[config.mk]
export PLATFORM = sky130hd
export DESIGN_NAME = gnms_window
export DESIGN_NICKNAME = d
export VERILOG_FILES = /design/src/rtl/gnms_pkg.sv /design/src/rtl/gnms_window.sv
export SDC_FILE = /design/constraint.sdc
export NUM_CORES = 1
export LEC_CHECK = 0
export ABC_AREA = 1
export BUFFER_PORTS_ARGS = -buffer_cell sky130_fd_sc_hd__buf_2
export CORE_MARGIN = 5
export CORE_UTILIZATION = 30
export DETAILED_ROUTE_END_ITERATION = 10
export GPL_ROUTABILITY_DRIVEN = 0
export SYNTH_ARGS = -nofsm -noshare
export SYNTH_HDL_FRONTEND = slang
export SYNTH_SLANG_ARGS = --single-unit
[constraint.sdc]
create_clock -name clock -period 4.4 [get_ports clock]
set_clock_uncertainty 0.05 [all_clocks]
set_input_delay 0.44 -clock clock [delete_from_list [all_inputs] [get_ports clock]]
set_output_delay 0.44 -clock clock [all_outputs]
set_load 0.01 [all_outputs]
[src/rtl/gnms_pkg.sv]
// Shared constants, types and direction codes for the gradient non-maximum suppression block.
// Has no dependencies; every other file in rtl imports it.
package gnms_pkg;

   localparam int IMAGE_WIDTH  = 256;
   localparam int IMAGE_HEIGHT = 256;
   localparam int COL_BITS     = $clog2(IMAGE_WIDTH);
   localparam int ROW_BITS     = $clog2(IMAGE_HEIGHT);
   localparam int GRAD_BITS    = 16;
   localparam int MAG_BITS     = 16;
   localparam int BORDER_BITS  = 7;
   localparam int COORD_BITS   = 8;
   localparam int MAX_DIM      = (IMAGE_WIDTH > IMAGE_HEIGHT) ? IMAGE_WIDTH : IMAGE_HEIGHT;
   localparam int CMP_BITS     = $clog2(MAX_DIM + (1 << BORDER_BITS)) + 1;

   localparam logic [17:0] TAN_LO = 18'd27145;
   localparam logic [17:0] TAN_HI = 18'd158217;

   localparam logic [BORDER_BITS-1:0] BORDER_RESET = 7'd1;

   typedef logic [1:0] dir_type;
   localparam dir_type DIR_H = 2'd0;
   localparam dir_type DIR_D = 2'd1;
   localparam dir_type DIR_A = 2'd2;
   localparam dir_type DIR_V = 2'd3;

   typedef logic [MAG_BITS-1:0] mag_type;

   typedef struct packed {
      dir_type dir;
      mag_type older;
      mag_type prev;
   } line_entry_type;

endpackage

[src/rtl/gnms_window.sv]
// 3x3 magnitude window and two-entry direction window with the peak comparison.
// Depends on gnms_pkg.
module gnms_window
   import gnms_pkg::*;
(
   input  logic           clock,
   input  logic           reset,
   input  logic           advance,
   input  mag_type        mag_new,
   input  line_entry_type line_rd,
   output mag_type        centre_mag,
   output logic           local_max
);

   mag_type mag_window_ff [3][3];
   mag_type mag_window_in [3][3];
   dir_type dir_window_ff [2];
   dir_type dir_window_in [2];
   mag_type n1;
   mag_type n2;

   always_comb begin
      for (int k = 0; k < 3; k++) begin
         mag_window_in[k][0] = mag_window_ff[k][1];
         mag_window_in[k][1] = mag_window_ff[k][2];
      end
      mag_window_in[0][2] = line_rd.older;
      mag_window_in[1][2] = line_rd.prev;
      mag_window_in[2][2] = mag_new;
      dir_window_in[1]    = dir_window_ff[0];
      dir_window_in[0]    = line_rd.dir;
   end

   always_comb begin
      unique case (dir_window_in[1])
         DIR_H: begin
            n1 = mag_window_in[1][0];
            n2 = mag_window_in[1][2];
         end
         DIR_D: begin
            n1 = mag_window_in[0][0];
            n2 = mag_window_in[2][2];
         end
         DIR_A: begin
            n1 = mag_window_in[2][0];
            n2 = mag_window_in[0][2];
         end
         default: begin
            n1 = mag_window_in[0][1];
            n2 = mag_window_in[2][1];
         end
      endcase
      centre_mag = mag_window_in[1][1];
      local_max  = (centre_mag > n1) && (centre_mag > n2);
   end

   always_ff @(posedge clock) begin
      if (reset) begin
         for (int k = 0; k < 3; k++) begin
            for (int j = 0; j < 3; j++) begin
               mag_window_ff[k][j] <= '0;
            end
         end
         dir_window_ff[0] <= DIR_H;
         dir_window_ff[1] <= DIR_H;
      end else if (advance) begin
         mag_window_ff    <= mag_window_in;
         dir_window_ff[0] <= dir_window_in[0];
         dir_window_ff[1] <= dir_window_in[1];
      end
   end

endmodule

==> results.ini, run 1 <==
[placed_design]
post-dp-hpwl_um = 9740
port_buffers = 69

[critical_path]
crit_buf_inv = 3
cpMostUsedCell = nand2_1
crit_arrival_ns = 3.20
critPathSlowestCell = edfxtp_1
cp_top_family = simple AND/OR/NAND/NOR gates
path_class = reg2out
end_kind = primary output
crit_required_ns = 3.91
cp_max_fo = 18
critPathLaunchType = register
cp_cell_sequence = nand2_1, buf_4, o21ai_1, ha_1, nand2_1, inv_1, nand3_1, nor2_1, a21oi_1, nand2_1, nor2_1, buf_2
slowest_delay_ns = 0.67

[sta]
period_needed_ns = 3.69
fin_crit_sh_pct = 83.9
slew_viol_final = 0
fin_setup_tns_ns = 0
tightest_slew_ns = 0.743
rsz0062_at_grt = false
slew_headroom_pct = 50.5
setup_viol = 0
max_freq_mhz = 271
finalHoldViolCount = 0

[global_routing]
grt_max_degree = 61
antenna_found_initial = 0
overflow = 0
grt_pass1_wl_um = 22900
track_usage_pct = 14.4
grt_pass1_vias = 4454

[cts]
cts_hold_buf = 0
cts_setup_buffers = 0
cts_resized = 0
clkTransAtPathRegs_ns = 0.07
cts_tree = built
numCtsBuffers = 9
cts_buffer_depth = 2
cts_sinks = 98
htreeDepth = 3
clk_latency_ns = 0.35
cts_root_buf = clkbuf_16

[synth]
synth-seq-cells = 98
netlist_area_um2 = 5140
async_reset_ff_share_pct = 0
yosys_most_used_dff = dfxtp_1
synth_top_area_share_pct = 37.4
synthTopCellsByArea = dfxtp_1 (37%), inv_1 (8.0%), o21ai_0 (8.0%)
ys_types = 25
yosysTopAreaCell = dfxtp_1
ys_warn_count = 0
synth_seq_area_share_pct = 38.5
syn_avg_cell_area_um2 = 7.61
syn_inst = 676
synth-edff-count = 2
syn-num-nets = 761

[floorplanning]
initial_core_util_pct = 30.8
io_pins = 70
die_width_um = 141
die_y_um = 141
die-area_um2 = 19900
core_um2 = 16700
rows = 47

[detailed_routing]
vias_per_cell = 4.77
drc = 0
met1Wirelength_um = 6470
wl_met2_um = 6270
wl_met3_um = 874
highest_layer = met4
antenna_left = 0
firstDrtPassIters = 5
wl_per_cell_um = 14.8
wl_um = 13900
drtIter0Drc = 301
dr_total_vias = 4460

[pwr]
pwr-share-seq_pct = 44.0
p_clk_share_pct = 39.2
total_power_uw = 2200
peakVddDrop_mv = 0.207
p_int_uw = 1590
power_frac_comb_pct = 16.8
leakage_uw = 0.00241
power_switching_uw = 608
switching_share_pct = 27.6
power_density_nw_per_um2 = 375

[final_layout]
layout_commonest_cell = inv_1
drive_gt1_share_pct = 18.2
fill_cells = 1781
area_growth_pct = 14.0
layout_common_cells = inv_1 (110), nand2_1 (97), dfxtp_1 (96)
nNetsFinal = 795
antenna-diode-count = 0

[status]
outcome = complete, no violations

[job]
max_cap_violations = 0

[min_path]
hp-class = in2reg

through the flow:
step                      cells  cell area (um2)  worst slack [ns]  hold slack, ns  util, %
after detailed placement    919             5540              1.10           0.404     33.2
after global routing        935             5870             0.451           0.295     35.1
after global placement      919             5540              1.16           0.403     33.2
after CTS                   935             5870             0.706           0.279     35.1
after floorplan             676             5140              2.02           0.390        -
final                       935             5870             0.708           0.283     35.1
Yosys cell counts (4+ instances only):
master	instances
a21oi_1	15
buf_2	12
buf_4	18
buf_6	4
clkbuf_1	21
dfxtp_1	96
ha_1	32
inv_1	110
nand2_1	98
nand3_1	81
nor2_1	12
o21ai_0	82
o21ai_1	32
o22ai_1	18
o22ai_2	30
power by group through the flow:
stage | Combinational (uW) | Clock [uW] | Sequential (uW)
6_report | 370 | 863 | 969
5_1_grt | 428 | 916 | 975
4_1_cts | 375 | 872 | 969
3_5_place_dp | 373 | 0 | 989
3_3_place_gp | 370 | 0 | 990
2_1_floorplan | 274 | 0 | 974
final timing paths:
kind	from	end	slack (ns)	depth (start not counted)
worst min-delay path	line_rd[1]	centre_mag[1]	0.28	3
worst max register to register	centre_mag[14]	centre_mag[14]	3.59	2
worst max-delay path	dir_window_ff[0][0]	local_max	0.71	12
worst min register to register	mag_window_ff[125]	mag_window_ff[125]	0.42	2
cell families (layout without fill, tap and decap cells):
family                   count (synthesis)  in the layout  synth area share [%]
buffers and inverters                  168            207                  14.4
AO/OA/AOI/OAI                          181            181                  22.6
adder cells (fa/ha/maj)                 32             32                  7.78
flip-flops                              98             98                  38.5
AND/OR/NAND/NOR                        197            197                  16.6
routing by layer:
metal	up-vias	GRT usage, %
met4	0	5.56
met3	18	3.39
met2	119	22.8
met1	2027	19.2
li1	2296	-
met5	-	0
sequential cells by signal, indices dropped and copies added, names as in the netlist:
signal         flops
centre_mag        16
dir_window_ff      2
mag_window_ff     80
layout make-up:
| type | instances | area (um2) | share of cell area (%) |
|---|---|---|---|
| multi-input combinational | 410 | 2420 | 41.3 |
| tap | 220 | 275 | 4.69 |
| sequential | 98 | 1980 | 33.8 |
| inverter | 111 | 417 | 7.10 |
| timing repair buffer | 80 | 440 | 7.51 |
| clock inverter | 1 | 30.0 | 0.512 |
| clock buffer | 15 | 298 | 5.08 |
worst reg2reg max path, stage by stage, from the launching register on:
cell     delay (ns)
dfxtp_1        0.42
inv_1          0.08
o21ai_0        0.17
(Power assumes the default switching activity.)
==> inputs of run 2 (changes only) <==
clock period = 3.6 ns   (was 4.4 ns; I/O delays follow)
==> run 2 against run 1 <==
  * Non-clock buffer count rose by 6
  * Power grew 21%
  * Sequential share of layout area decreased by 0.13 points
  * Die area unchanged
  * Setup slack got worse by 0.42 ns
  * Combinational power grew 25%
  * Clock power up 18%
  * Wire length grew 1.2%
  * Design area is 0.38% higher
  * Via count up 1.1%
  * Core utilization rose by 0.13 points
  * Cell count up 0.64%
  * Critical endpoint unchanged
==> results.ini, run 2 (synthesis gave the netlist of run 1 again) <==
[sta]
finalHoldViolCount = 0
period_needed_ns = 3.31
fin_crit_sh_pct = 91.9
setup_viol = 0
slew_headroom_pct = 39.4
tightest_slew_ns = 0.909
rsz0062_at_grt = false
max_freq_mhz = 302
fin_setup_tns_ns = 0
slew_viol_final = 0

[global_routing]
track_usage_pct = 14.3
grt_max_degree = 72
antenna_found_initial = 0
overflow = 0
grt_pass1_vias = 4570
grt_pass1_wl_um = 23000

[pwr]
power_frac_comb_pct = 17.4
total_power_uw = 2670
power_switching_uw = 765
switching_share_pct = 28.7
leakage_uw = 0.00242
peakVddDrop_mv = 0.216
power_density_nw_per_um2 = 453
p_int_uw = 1900
p_clk_share_pct = 38.4
pwr-share-seq_pct = 44.2

[detailed_routing]
wl_met2_um = 6450
drc = 0
drtIter0Drc = 298
dr_total_vias = 4509
firstDrtPassIters = 5
wl_met3_um = 873
vias_per_cell = 4.79
wl_per_cell_um = 14.9
wl_um = 14000
antenna_left = 0
met1Wirelength_um = 6550
highest_layer = met4

[critical_path]
cp_max_fo = 16
crit_arrival_ns = 2.90
cp_top_family = simple AND/OR/NAND/NOR gates
crit_buf_inv = 4
crit_required_ns = 3.19
cpMostUsedCell = nand2_1
critPathSlowestCell = edfxtp_1
slowest_delay_ns = 0.51
end_kind = primary output
cp_cell_sequence = buf_4, nor2_2, buf_4, nand2_1, nand3_1, o21ai_1, ha_1, nand2_1, inv_1, nand3_1, nor2_1, nand2_1, nand2_1, nand2_1, nor2_1, buf_2
critPathLaunchType = register
path_class = reg2out

[final_layout]
layout_commonest_cell = inv_1
area_growth_pct = 14.5
nNetsFinal = 801
multi_input_area_um2 = 2420
utilization_pct = 35.3
regMostFlops = mag_window_ff
fill_cells = 1802
seq_area_um2 = 1980
largest_reg_flops = 80
antenna-diode-count = 0
drive_gt1_share_pct = 18.9
layout_common_cells = inv_1 (110), nand2_1 (97), dfxtp_1 (96)

[cts]
cts_tree = built
cts_sinks = 98
numCtsBuffers = 9
htreeDepth = 3
clk_latency_ns = 0.35
cts_root_buf = clkbuf_16
cts_buffer_depth = 2
clkTransAtPathRegs_ns = 0.07

[floorplanning]
io_pins = 70
die_y_um = 141
initial_core_util_pct = 30.8
die_width_um = 141
die-area_um2 = 19900
core_um2 = 16700
rows = 47

[job]
max_cap_violations = 0

[placed_design]
post-dp-hpwl_um = 9620
port_buffers = 69

[status]
outcome = complete, no violations

[min_path]
hp-class = in2reg

[run 2: cell types whose count changed in the layout (fill, tap and decap cells not counted)]
cell and delta:
buf_4 +6, buf_6 +1, clkinv_4 +1, clkbuf_8 -5, clkinvlp_4 +1, clkinv_2 +1
clkbuf_16 +1, inv_6 +1, buf_12 -1
[run 2: area by class of cell]
| type | instances | share of cell area [%] |
|---|---|---|
| well taps | 220 | 4.67 |
| flip-flops and latches | 98 | 33.7 |
| repair buffers | 86 | 8.10 |
| clock buffers | 11 | 4.31 |
| clock inverters | 5 | 1.02 |
| inverters | 111 | 7.08 |
| multi-input cells | 410 | 41.2 |
[run 2: repair_timing]
action,in CTS,in global routing
hold buffers,0,0
setup endpoints to repair,0,1
buffers inserted,0,4
resized for setup,0,1
[run 2: power by group through the flow]
| stage | clock network (uW) | registers (uW) | logic (uW) |
|---|---|---|---|
| floorplan | 0 | 1190 | 335 |
| global placement | 0 | 1200 | 455 |
| detailed placement | 0 | 1200 | 458 |
| CTS | 1030 | 1180 | 461 |
| global route | 1080 | 1190 | 535 |
| finish | 1020 | 1180 | 464 |
[run 2: per-layer routing]
| layer | vias to the layer above | GRT usage (%) |
|---|---|---|
| li1 | 2308 | - |
| met1 | 2089 | 18.9 |
| met2 | 101 | 23.3 |
| met3 | 11 | 3.56 |
| met4 | 0 | 3.82 |
| met5 | - | 0 |
[run 2: final timing paths]
path / from / endpoint / slack [ns] / cells after the start
worst max-delay path: dir_window_ff[0][1] / local_max / 0.29 / 16
worst min-delay path: line_rd[12] / centre_mag[12] / 0.20 / 3
worst max register to register: centre_mag[0] / centre_mag[0] / 2.78 / 2
worst min register to register: mag_window_ff[77] / mag_window_ff[77] / 0.42 / 2
[run 2: through the flow]
| step | hold slack [ns] | std cells | area [um2] | worst slack (ns) |
|---|---|---|---|---|
| floorplan | 0.390 | 676 | 5140 | 1.30 |
| global placement | 0.404 | 921 | 5540 | 0.524 |
| detailed placement | 0.405 | 921 | 5540 | 0.500 |
| CTS | 0.202 | 937 | 5850 | 0.106 |
| global route | 0.215 | 941 | 5890 | 0.00969 |
| finish | 0.204 | 941 | 5890 | 0.290 |
[run 2: tightest hold or removal path, stage by stage]
cell and delay [ns]:
buf_2 0.09, nand3_1 0.06, o21ai_0 0.06
