File: config.mk
export PLATFORM = sky130hd
export DESIGN_NAME = gnms_dir_bin
export DESIGN_NICKNAME = d
export VERILOG_FILES = /design/src/rtl/gnms_pkg.sv /design/src/rtl/gnms_dir_bin.sv
export SDC_FILE = /design/constraint.sdc
export NUM_CORES = 1
export LEC_CHECK = 0
export ABC_AREA = 1
export BUFFER_PORTS_ARGS = -buffer_cell sky130_fd_sc_hd__buf_2
export CAP_MARGIN = 20
export CORE_ASPECT_RATIO = 1.1
export CORE_MARGIN = 2
export CORE_UTILIZATION = 55
export DETAILED_ROUTE_END_ITERATION = 8
export PLACE_DENSITY = 0.72
export SLEW_MARGIN = 15
export SYNTH_ARGS = -nofsm -noshare
export SYNTH_HDL_FRONTEND = slang
export SYNTH_SLANG_ARGS = --single-unit
File: constraint.sdc
create_clock -name vclk -period 21.9
set_input_delay 3.285 -clock vclk [all_inputs]
set_output_delay 3.285 -clock vclk [all_outputs]
set_load 0.01 [all_outputs]
File: src/rtl/gnms_pkg.sv
// Shared constants, types and direction codes for the gradient non-maximum suppression block.
// Has no dependencies; every other file in rtl imports it.
package gnms_pkg;

   localparam int IMAGE_WIDTH  = 256;
   localparam int IMAGE_HEIGHT = 256;
   localparam int COL_BITS     = $clog2(IMAGE_WIDTH);
   localparam int ROW_BITS     = $clog2(IMAGE_HEIGHT);
   localparam int GRAD_BITS    = 16;
   localparam int MAG_BITS     = 16;
   localparam int BORDER_BITS  = 7;
   localparam int COORD_BITS   = 8;
   localparam int MAX_DIM      = (IMAGE_WIDTH > IMAGE_HEIGHT) ? IMAGE_WIDTH : IMAGE_HEIGHT;
   localparam int CMP_BITS     = $clog2(MAX_DIM + (1 << BORDER_BITS)) + 1;

   localparam logic [17:0] TAN_LO = 18'd27145;
   localparam logic [17:0] TAN_HI = 18'd158217;

   localparam logic [BORDER_BITS-1:0] BORDER_RESET = 7'd1;

   typedef logic [1:0] dir_type;
   localparam dir_type DIR_H = 2'd0;
   localparam dir_type DIR_D = 2'd1;
   localparam dir_type DIR_A = 2'd2;
   localparam dir_type DIR_V = 2'd3;

   typedef logic [MAG_BITS-1:0] mag_type;

   typedef struct packed {
      dir_type dir;
      mag_type older;
      mag_type prev;
   } line_entry_type;

endpackage

File: src/rtl/gnms_dir_bin.sv
// Bins a gradient vector into one of four directions using two constant multiplies.
// Depends on gnms_pkg.
module gnms_dir_bin
   import gnms_pkg::*;
(
   input  logic signed [GRAD_BITS-1:0] grad_x,
   input  logic signed [GRAD_BITS-1:0] grad_y,
   output dir_type                     dir
);

   logic signed [GRAD_BITS:0]   gx_ext;
   logic signed [GRAD_BITS:0]   gy_ext;
   logic signed [GRAD_BITS:0]   gy_signed;
   logic        [GRAD_BITS:0]   abs_x;
   logic        [34:0]          prod_lo;
   logic        [34:0]          prod_hi;
   logic signed [35:0]          s_val;
   logic signed [35:0]          t_lo;
   logic signed [35:0]          t_hi;

   always_comb begin
      gx_ext    = {grad_x[GRAD_BITS-1], grad_x};
      gy_ext    = {grad_y[GRAD_BITS-1], grad_y};
      abs_x     = grad_x[GRAD_BITS-1] ? unsigned'(-gx_ext) : unsigned'(gx_ext);
      gy_signed = grad_x[GRAD_BITS-1] ? -gy_ext : gy_ext;
      prod_lo   = 35'(TAN_LO) * 35'(abs_x);
      prod_hi   = 35'(TAN_HI) * 35'(abs_x);
      s_val     = {{3{gy_signed[GRAD_BITS]}}, gy_signed, 16'h0000};
      t_lo      = signed'({1'b0, prod_lo});
      t_hi      = signed'({1'b0, prod_hi});
      priority if (grad_x == '0) begin
         dir = (grad_y == '0) ? DIR_H : DIR_V;
      end else if (s_val <= t_lo && s_val > -t_lo) begin
         dir = DIR_H;
      end else if (s_val > t_lo && s_val <= t_hi) begin
         dir = DIR_D;
      end else if (s_val <= -t_lo && s_val > -t_hi) begin
         dir = DIR_A;
      end else begin
         dir = DIR_V;
      end
   end

endmodule

==> metrics.txt, run 1 <==
worst hold slack=6.95 ns; setup ws final=6.15 ns; initial drt markers=497; Seq/Total Area, Yosys=0%; Setup TNS=0 ns; top post-synthesis cells by area=ha_1, fa_1, inv_1, nand2_1, nor2_1; Area Growth Syn to Fin=4.96%; Worst setup EP type=output port; largest net degree at the start of global routing=22; Rel. slew slack=28.7%; die area=0.0242 mm²; Netlist cell types=59; vias in the first global route=11307; Starting Density=55.6%; Yosys top cell area share=32.3%; Critical Path Source Type=input port; Ys Warns=0; # rows=58; WS Path Type=input port to output port; post-CTS setup buffers=0; top cells by count, synth=inv_1, ha_1, nand2_1; DR vias/cell=5.39; Mapped Area=0.0126 mm²; outcome=finished clean; share of cells above drive strength 1=9.55%; hold_buf cts=0; Max Cap Viol=0; HP Class=input port to output port; Worst path top cell family by delay=simple AND/OR/NAND/NOR gates; GP Congestion=0.934; Slew @ Worst Pin=1.07 ns; GRT Overall Usage=28.4%; Crit path top cell by count=nand2_1; WL final=33800 µm; Sequential cell area=0 µm²; # DRC=0; Mapped Avg Cell Area=7.24 µm²; global-route congestion overflow total=0; Seq cells=0; Wirelength per Cell=16.1 µm; Final period util=71.9%; endpoints failing hold=0; antenna violation net count after detailed routing=0; die height=163 µm; fin nets=2249; RSZ-0062 raised after global routing=no; clock period minus final worst setup slack=15.75 ns; initial antenna violation count=0; CP Buf/Inv Count=8; clock buffer count=0; Arrival @ worst endpoint=12.47 ns; Critical Path RT=18.62 ns; Crit path largest cell delay=0.54 ns; global-route wire length before repair=55400 µm; # fillers=2192; Crit-path slowest cell=fa_1; fin. max-slew vios=0; routed via count=11278; fmax=63.5 MHz; I/O pin count=34; Crit Path Max Fanout=10; number of gates resized after CTS=0; ANT cells=0; multi-input logic area=0.0113 mm²; most common cell in the netlist=inv_1; # port buffers=34; Synth area leader=ha_1; core area=0.0227 mm²; Syn Inst Count=1745; HPWL Detailed=30700 µm; post-placement worst setup slack=6.23 ns; DR pass1 iterations=5; # setup viols final=0; Die W=149 µm
[layout by cell type, fill, tap and decap left out, types with 4 or more instances in the layout]
| master | Yosys | final |
|---|---|---|
| nand3_1 | 67 | 67 |
| xnor2_2 | 5 | 5 |
| nor2_1 | 143 | 143 |
| inv_1 | 340 | 340 |
| fa_1 | 98 | 98 |
| a21oi_2 | 8 | 8 |
| o211ai_1 | 6 | 6 |
| xor2_2 | 7 | 7 |
| nand2_1 | 301 | 301 |
| o31ai_1 | 4 | 4 |
| xor2_1 | 54 | 54 |
| nand3_2 | 6 | 6 |
| inv_2 | 15 | 15 |
| nand2_4 | 4 | 4 |
| ha_1 | 326 | 326 |
| xnor2_1 | 17 | 17 |
| or2_2 | 7 | 7 |
| a31oi_1 | 5 | 5 |
| a21o_1 | 7 | 7 |
| nor3_1 | 26 | 26 |
| nand2_2 | 27 | 27 |
| o21ai_0 | 46 | 46 |
| nor2_2 | 20 | 20 |
| a21oi_1 | 84 | 84 |
| o21ai_1 | 7 | 7 |
| nand4_1 | 40 | 40 |
| nor2_4 | 5 | 5 |
| o21bai_1 | 4 | 4 |
| buf_4 | 0 | 8 |
| buf_2 | 0 | 34 |
| nor4_1 | 12 | 11 |
| nand3b_1 | 9 | 9 |
| conb_1 | 2 | 9 |
[through the flow]
stage | area (µm²) | instances | utilization (%)
2_1_floorplan | 12700 | 1752 | -
3_3_place_gp | 13300 | 2091 | 58.4
3_5_place_dp | 13300 | 2091 | 58.4
4_1_cts | 13300 | 2091 | 58.4
5_1_grt | 13300 | 2091 | 58.4
6_report | 13300 | 2091 | 58.4
[routing by layer]
layer,vias up,part of all wire (%),track usage (%)
met2,226,49,52.0
met3,42,3.4,1.46
met4,0,2.0,5.24
li1,5749,-,-
met5,-,0,0
met1,5261,46,37.4
[cell families after synthesis]
kind of cell	share of synthesized area [%]
simple gates	25.2
fa+ha+maj	47.8
buf+inv	10.7
compound gates	9.14
xor+xnor	7.12
other cells	0.0594
[worst min-delay path, stage by stage]
cell	delay (ns)
buf_2	0.10
o41ai_1	0.09
nand2_1	0.06
buf_2	0.12
[final cells by class]
cell class	instances	area share, %
Timing Repair Buffer	42	1.74
Tap cell	300	2.83
Inverter	357	10.1
Multi-Input combinational cell	1392	85.3
[final timing paths]
path / start / end / slack (ns) / cells after the start
setup / recovery: grad_x[0] / dir[0] / 6.15 / 47
hold / removal: grad_y[14] / dir[0] / 6.95 / 4
Power of run 1 is left out: the tool's default activity adds up to more than one toggle a clock period on the data nets, which glitch-free logic cannot reach.
==> run 2, diff against run 1 <==
Settings changed: PLACE_DENSITY 0.72 to 0.74.
Clock period 21.9 ns to 14.43 ns, I/O delays scaled along.
==> run 2 against run 1 <==
Utilization rose by 0.13 points; global-route usage fell by 0.35 points; highest routed layer unchanged; non-clock buffer count up 4; routed wire length grew 0.29%; critical path type unchanged; flip-flop and latch count did not move; final area increased by 0.23%; critical path depth decreased by 1; worst setup slack worse by 4.9 ns; via count up 1.1%; count of clock-buffer cells in the layout stayed put.
==> metrics.txt, run 2 (synthesis results as in run 1) <==
ANT cells=0; CP startpoint=grad_x[0]; initial drt markers=587; initial antenna violation count=0; global-route congestion overflow total=0; Worst setup EP type=output port; Sequential cell area=0 µm²; die height=163 µm; RSZ-0062 raised after global routing=no; # DRC=0; # rows=58; setup ws final=1.28 ns; Rel. slew slack=34.8%; Crit-path slowest cell=fa_1; DR vias/cell=5.44; Seq cells=0; hold_sp=grad_y[14]; Crit Path Max Fanout=10; I/O pin count=34; largest net degree at the start of global routing=22; number of gates resized after CTS=0; fin. max-slew vios=0; Setup TNS=0 ns; Critical Path Source Type=input port; post-CTS setup buffers=0; Crit path top cell by count=nand2_1; share of cells above drive strength 1=9.75%; fin cells=2095; Final period util=91.2%; DP Cell Count=2095; antenna violation net count after detailed routing=0; Area Growth Syn to Fin=5.20%; WS Path Type=input port to output port; Crit path largest cell delay=0.53 ns; post-placement worst setup slack=1.34 ns; Slew @ Worst Pin=0.972 ns; HP Class=input port to output port; die area=0.0242 mm²; clock period minus final worst setup slack=13.15 ns; routed via count=11397; HPWL Detailed=30600 µm; GP Congestion=0.959; most frequent cells in the layout=inv_1, ha_1, nand2_1; endpoints failing hold=0; GRT Overall Usage=28.1%; # port buffers=34; vias in the first global route=11138; core area=0.0227 mm²; fmax=76.0 MHz; Arrival @ worst endpoint=10.99 ns; hold_buf cts=0; outcome=finished clean; Max Cap Viol=0; global-route wire length before repair=54200 µm; Wirelength per Cell=16.2 µm; clock buffer count=0; leading cell type in the layout, fill and taps excluded=inv_1; # setup viols final=0; Die W=149 µm; Critical Path RT=12.27 ns; worst hold slack=4.73 ns; DR pass1 iterations=5; WL final=33900 µm; Starting Density=55.6%; fin nets=2253
==> run 2: metrics by stage <==
| step | util [%] | cell area, µm² |
|---|---|---|
| 6_report | 58.5 | 13300 |
| 5_1_grt | 58.5 | 13300 |
| 4_1_cts | 58.5 | 13300 |
| 3_5_place_dp | 58.5 | 13300 |
| 3_3_place_gp | 58.5 | 13300 |
| 2_1_floorplan | - | 12700 |
==> run 2: cell type report <==
cell class | instances | area [µm²]
Multi-Input combinational cell | 1392 | 11300
Fill cell | 2148 | 9420
Inverter | 357 | 1340
Tap cell | 300 | 375
Timing Repair Buffer | 46 | 260
==> run 2: critical path, delay by kind of cell <==
kind                     cells  cell delay, ns
AO/OA/AOI/OAI                1            0.15
XOR/XNOR                     2            0.55
adder cells (fa/ha/maj)      9            3.52
buffers and inverters        8            1.20
AND/OR/NAND/NOR             26            3.42
==> run 2: final timing paths <==
path                     end  slack [ns]  cells past startpoint
worst min-delay path  dir[1]        4.73                      4
worst max-delay path  dir[0]        1.28                     46
==> run 2: metal layers <==
layer,vias up,GRT usage [%],wire [µm]
met5,-,0,0
met4,0,9.22,1330
met3,64,1.93,1470
met2,300,49.6,15900
met1,5275,36.4,15200
li1,5758,-,-
Power of run 2 is left out for the same reason.
==> run 3, diff against run 2 <==
Settings changed: ABC_CLOCK_PERIOD_IN_PS set to 14430, CORE_UTILIZATION 55 to 40, PLACE_DENSITY 0.74 to unset.
==> run 3 against run 2 <==
Cell count increased by 5.8%; global-route usage down 6.5 points; first-iteration DRC count grew 2.9%; die area grew 36%; utilization down 15 points; hold slack lost 0.015 ns; via count shrank 0.95%; worst setup slack got worse by 0.39 ns; final area is 1.2% higher; routed wire length increased by 5.3%; largest cell class unchanged.
==> metrics.txt, run 3 (synthesis results as in run 1) <==
Setup TNS=0 ns; Worst setup EP type=output port; RSZ-0062 raised after global routing=no; outcome=finished clean; I/O pin count=34; GRT Overall Usage=21.6%; Starting Density=40.5%; vias in the first global route=11325; endpoints failing hold=0; hold_buf cts=0; # fillers=3316; die area=0.0330 mm²; post-route cell area=0.0135 mm²; CP startpoint=grad_x[0]; routed via count=11289; antenna violation net count after detailed routing=0; DP Area=0.0135 mm²; Wirelength per Cell=16.1 µm; post-CTS setup buffers=0; # port buffers=34; # setup viols final=0; Crit Path Max Fanout=10; HP Class=input port to output port; HPWL Detailed=32500 µm; Crit path largest cell delay=0.53 ns; GP Congestion=0.964; global-route wire length before repair=57600 µm; # DRC=0; WS Path Type=input port to output port; largest net degree at the start of global routing=21; Rel. slew slack=24.6%; Arrival @ worst endpoint=11.38 ns; initial drt markers=604; # rows=68; DR vias/cell=5.09; Slew @ Worst Pin=1.12 ns; worst hold slack=4.72 ns; WL final=35600 µm; Max Cap Viol=0; Sequential cell area=0 µm²; core area=0.0312 mm²; clock period minus final worst setup slack=13.54 ns; initial antenna violation count=1; die height=190 µm; ANT cells=0; fin. max-slew vios=0; leading cell type in the layout, fill and taps excluded=inv_1; share of cells above drive strength 1=9.86%; Critical Path Source Type=input port; DR pass1 iterations=5; Critical Path RT=12.27 ns; most frequent cells in the layout=inv_1, ha_1, nand2_1; clock buffer count=0; hold_sp=grad_y[14]; Final period util=93.8%; fmax=73.8 MHz; Area Growth Syn to Fin=6.50%; global-route congestion overflow total=0; Die W=173 µm; Crit path top cell by count=nand2_1; Seq cells=0; fin nets=2254; number of gates resized after CTS=0; Crit-path slowest cell=fa_1
-- run 3: changes by cell type in the layout (fill, tap and decap cells not counted), sizes merged --
cell,change
buf,+1
-- run 3: path summary, 6_finish.rpt --
kind | end | depth (start not counted)
setup / recovery | dir[0] | 46
hold / removal | dir[0] | 4
-- run 3: through the flow --
| stage | std cells | setup slack (ns) | util (%) |
|---|---|---|---|
| after detailed placement | 2216 | 0.722 | 43.1 |
| after global placement | 2216 | 0.675 | 43.1 |
| after CTS | 2216 | 0.686 | 43.1 |
| after global routing | 2216 | 0.133 | 43.1 |
| after floorplan | 1752 | 2.29 | - |
| final | 2216 | 0.889 | 43.1 |
-- run 3: layout make-up --
cell class / instances / area, µm² / area share, %
Multi-Input combinational cell: 1392 / 11300 / 84.2
Inverter: 357 / 1340 / 9.96
Tap cell: 420 / 526 / 3.90
Timing Repair Buffer: 47 / 268 / 1.99
-- run 3: critical path, delay by kind of cell --
kind,cells,cell delay [ns]
simple gates,26,3.77
fa+ha+maj,9,3.52
xor+xnor,2,0.48
buf+inv,8,1.13
compound gates,1,0.28
-- run 3: metal layers --
layer  routed length [µm]  share of wire, %  GRT usage [%]
met4                  924               2.6           4.40
met3                 1110               3.1          0.957
met1                16900                47           29.0
met2                16700                47           38.5
met5                    0                 0              0
Power of run 3 is left out for the same reason.
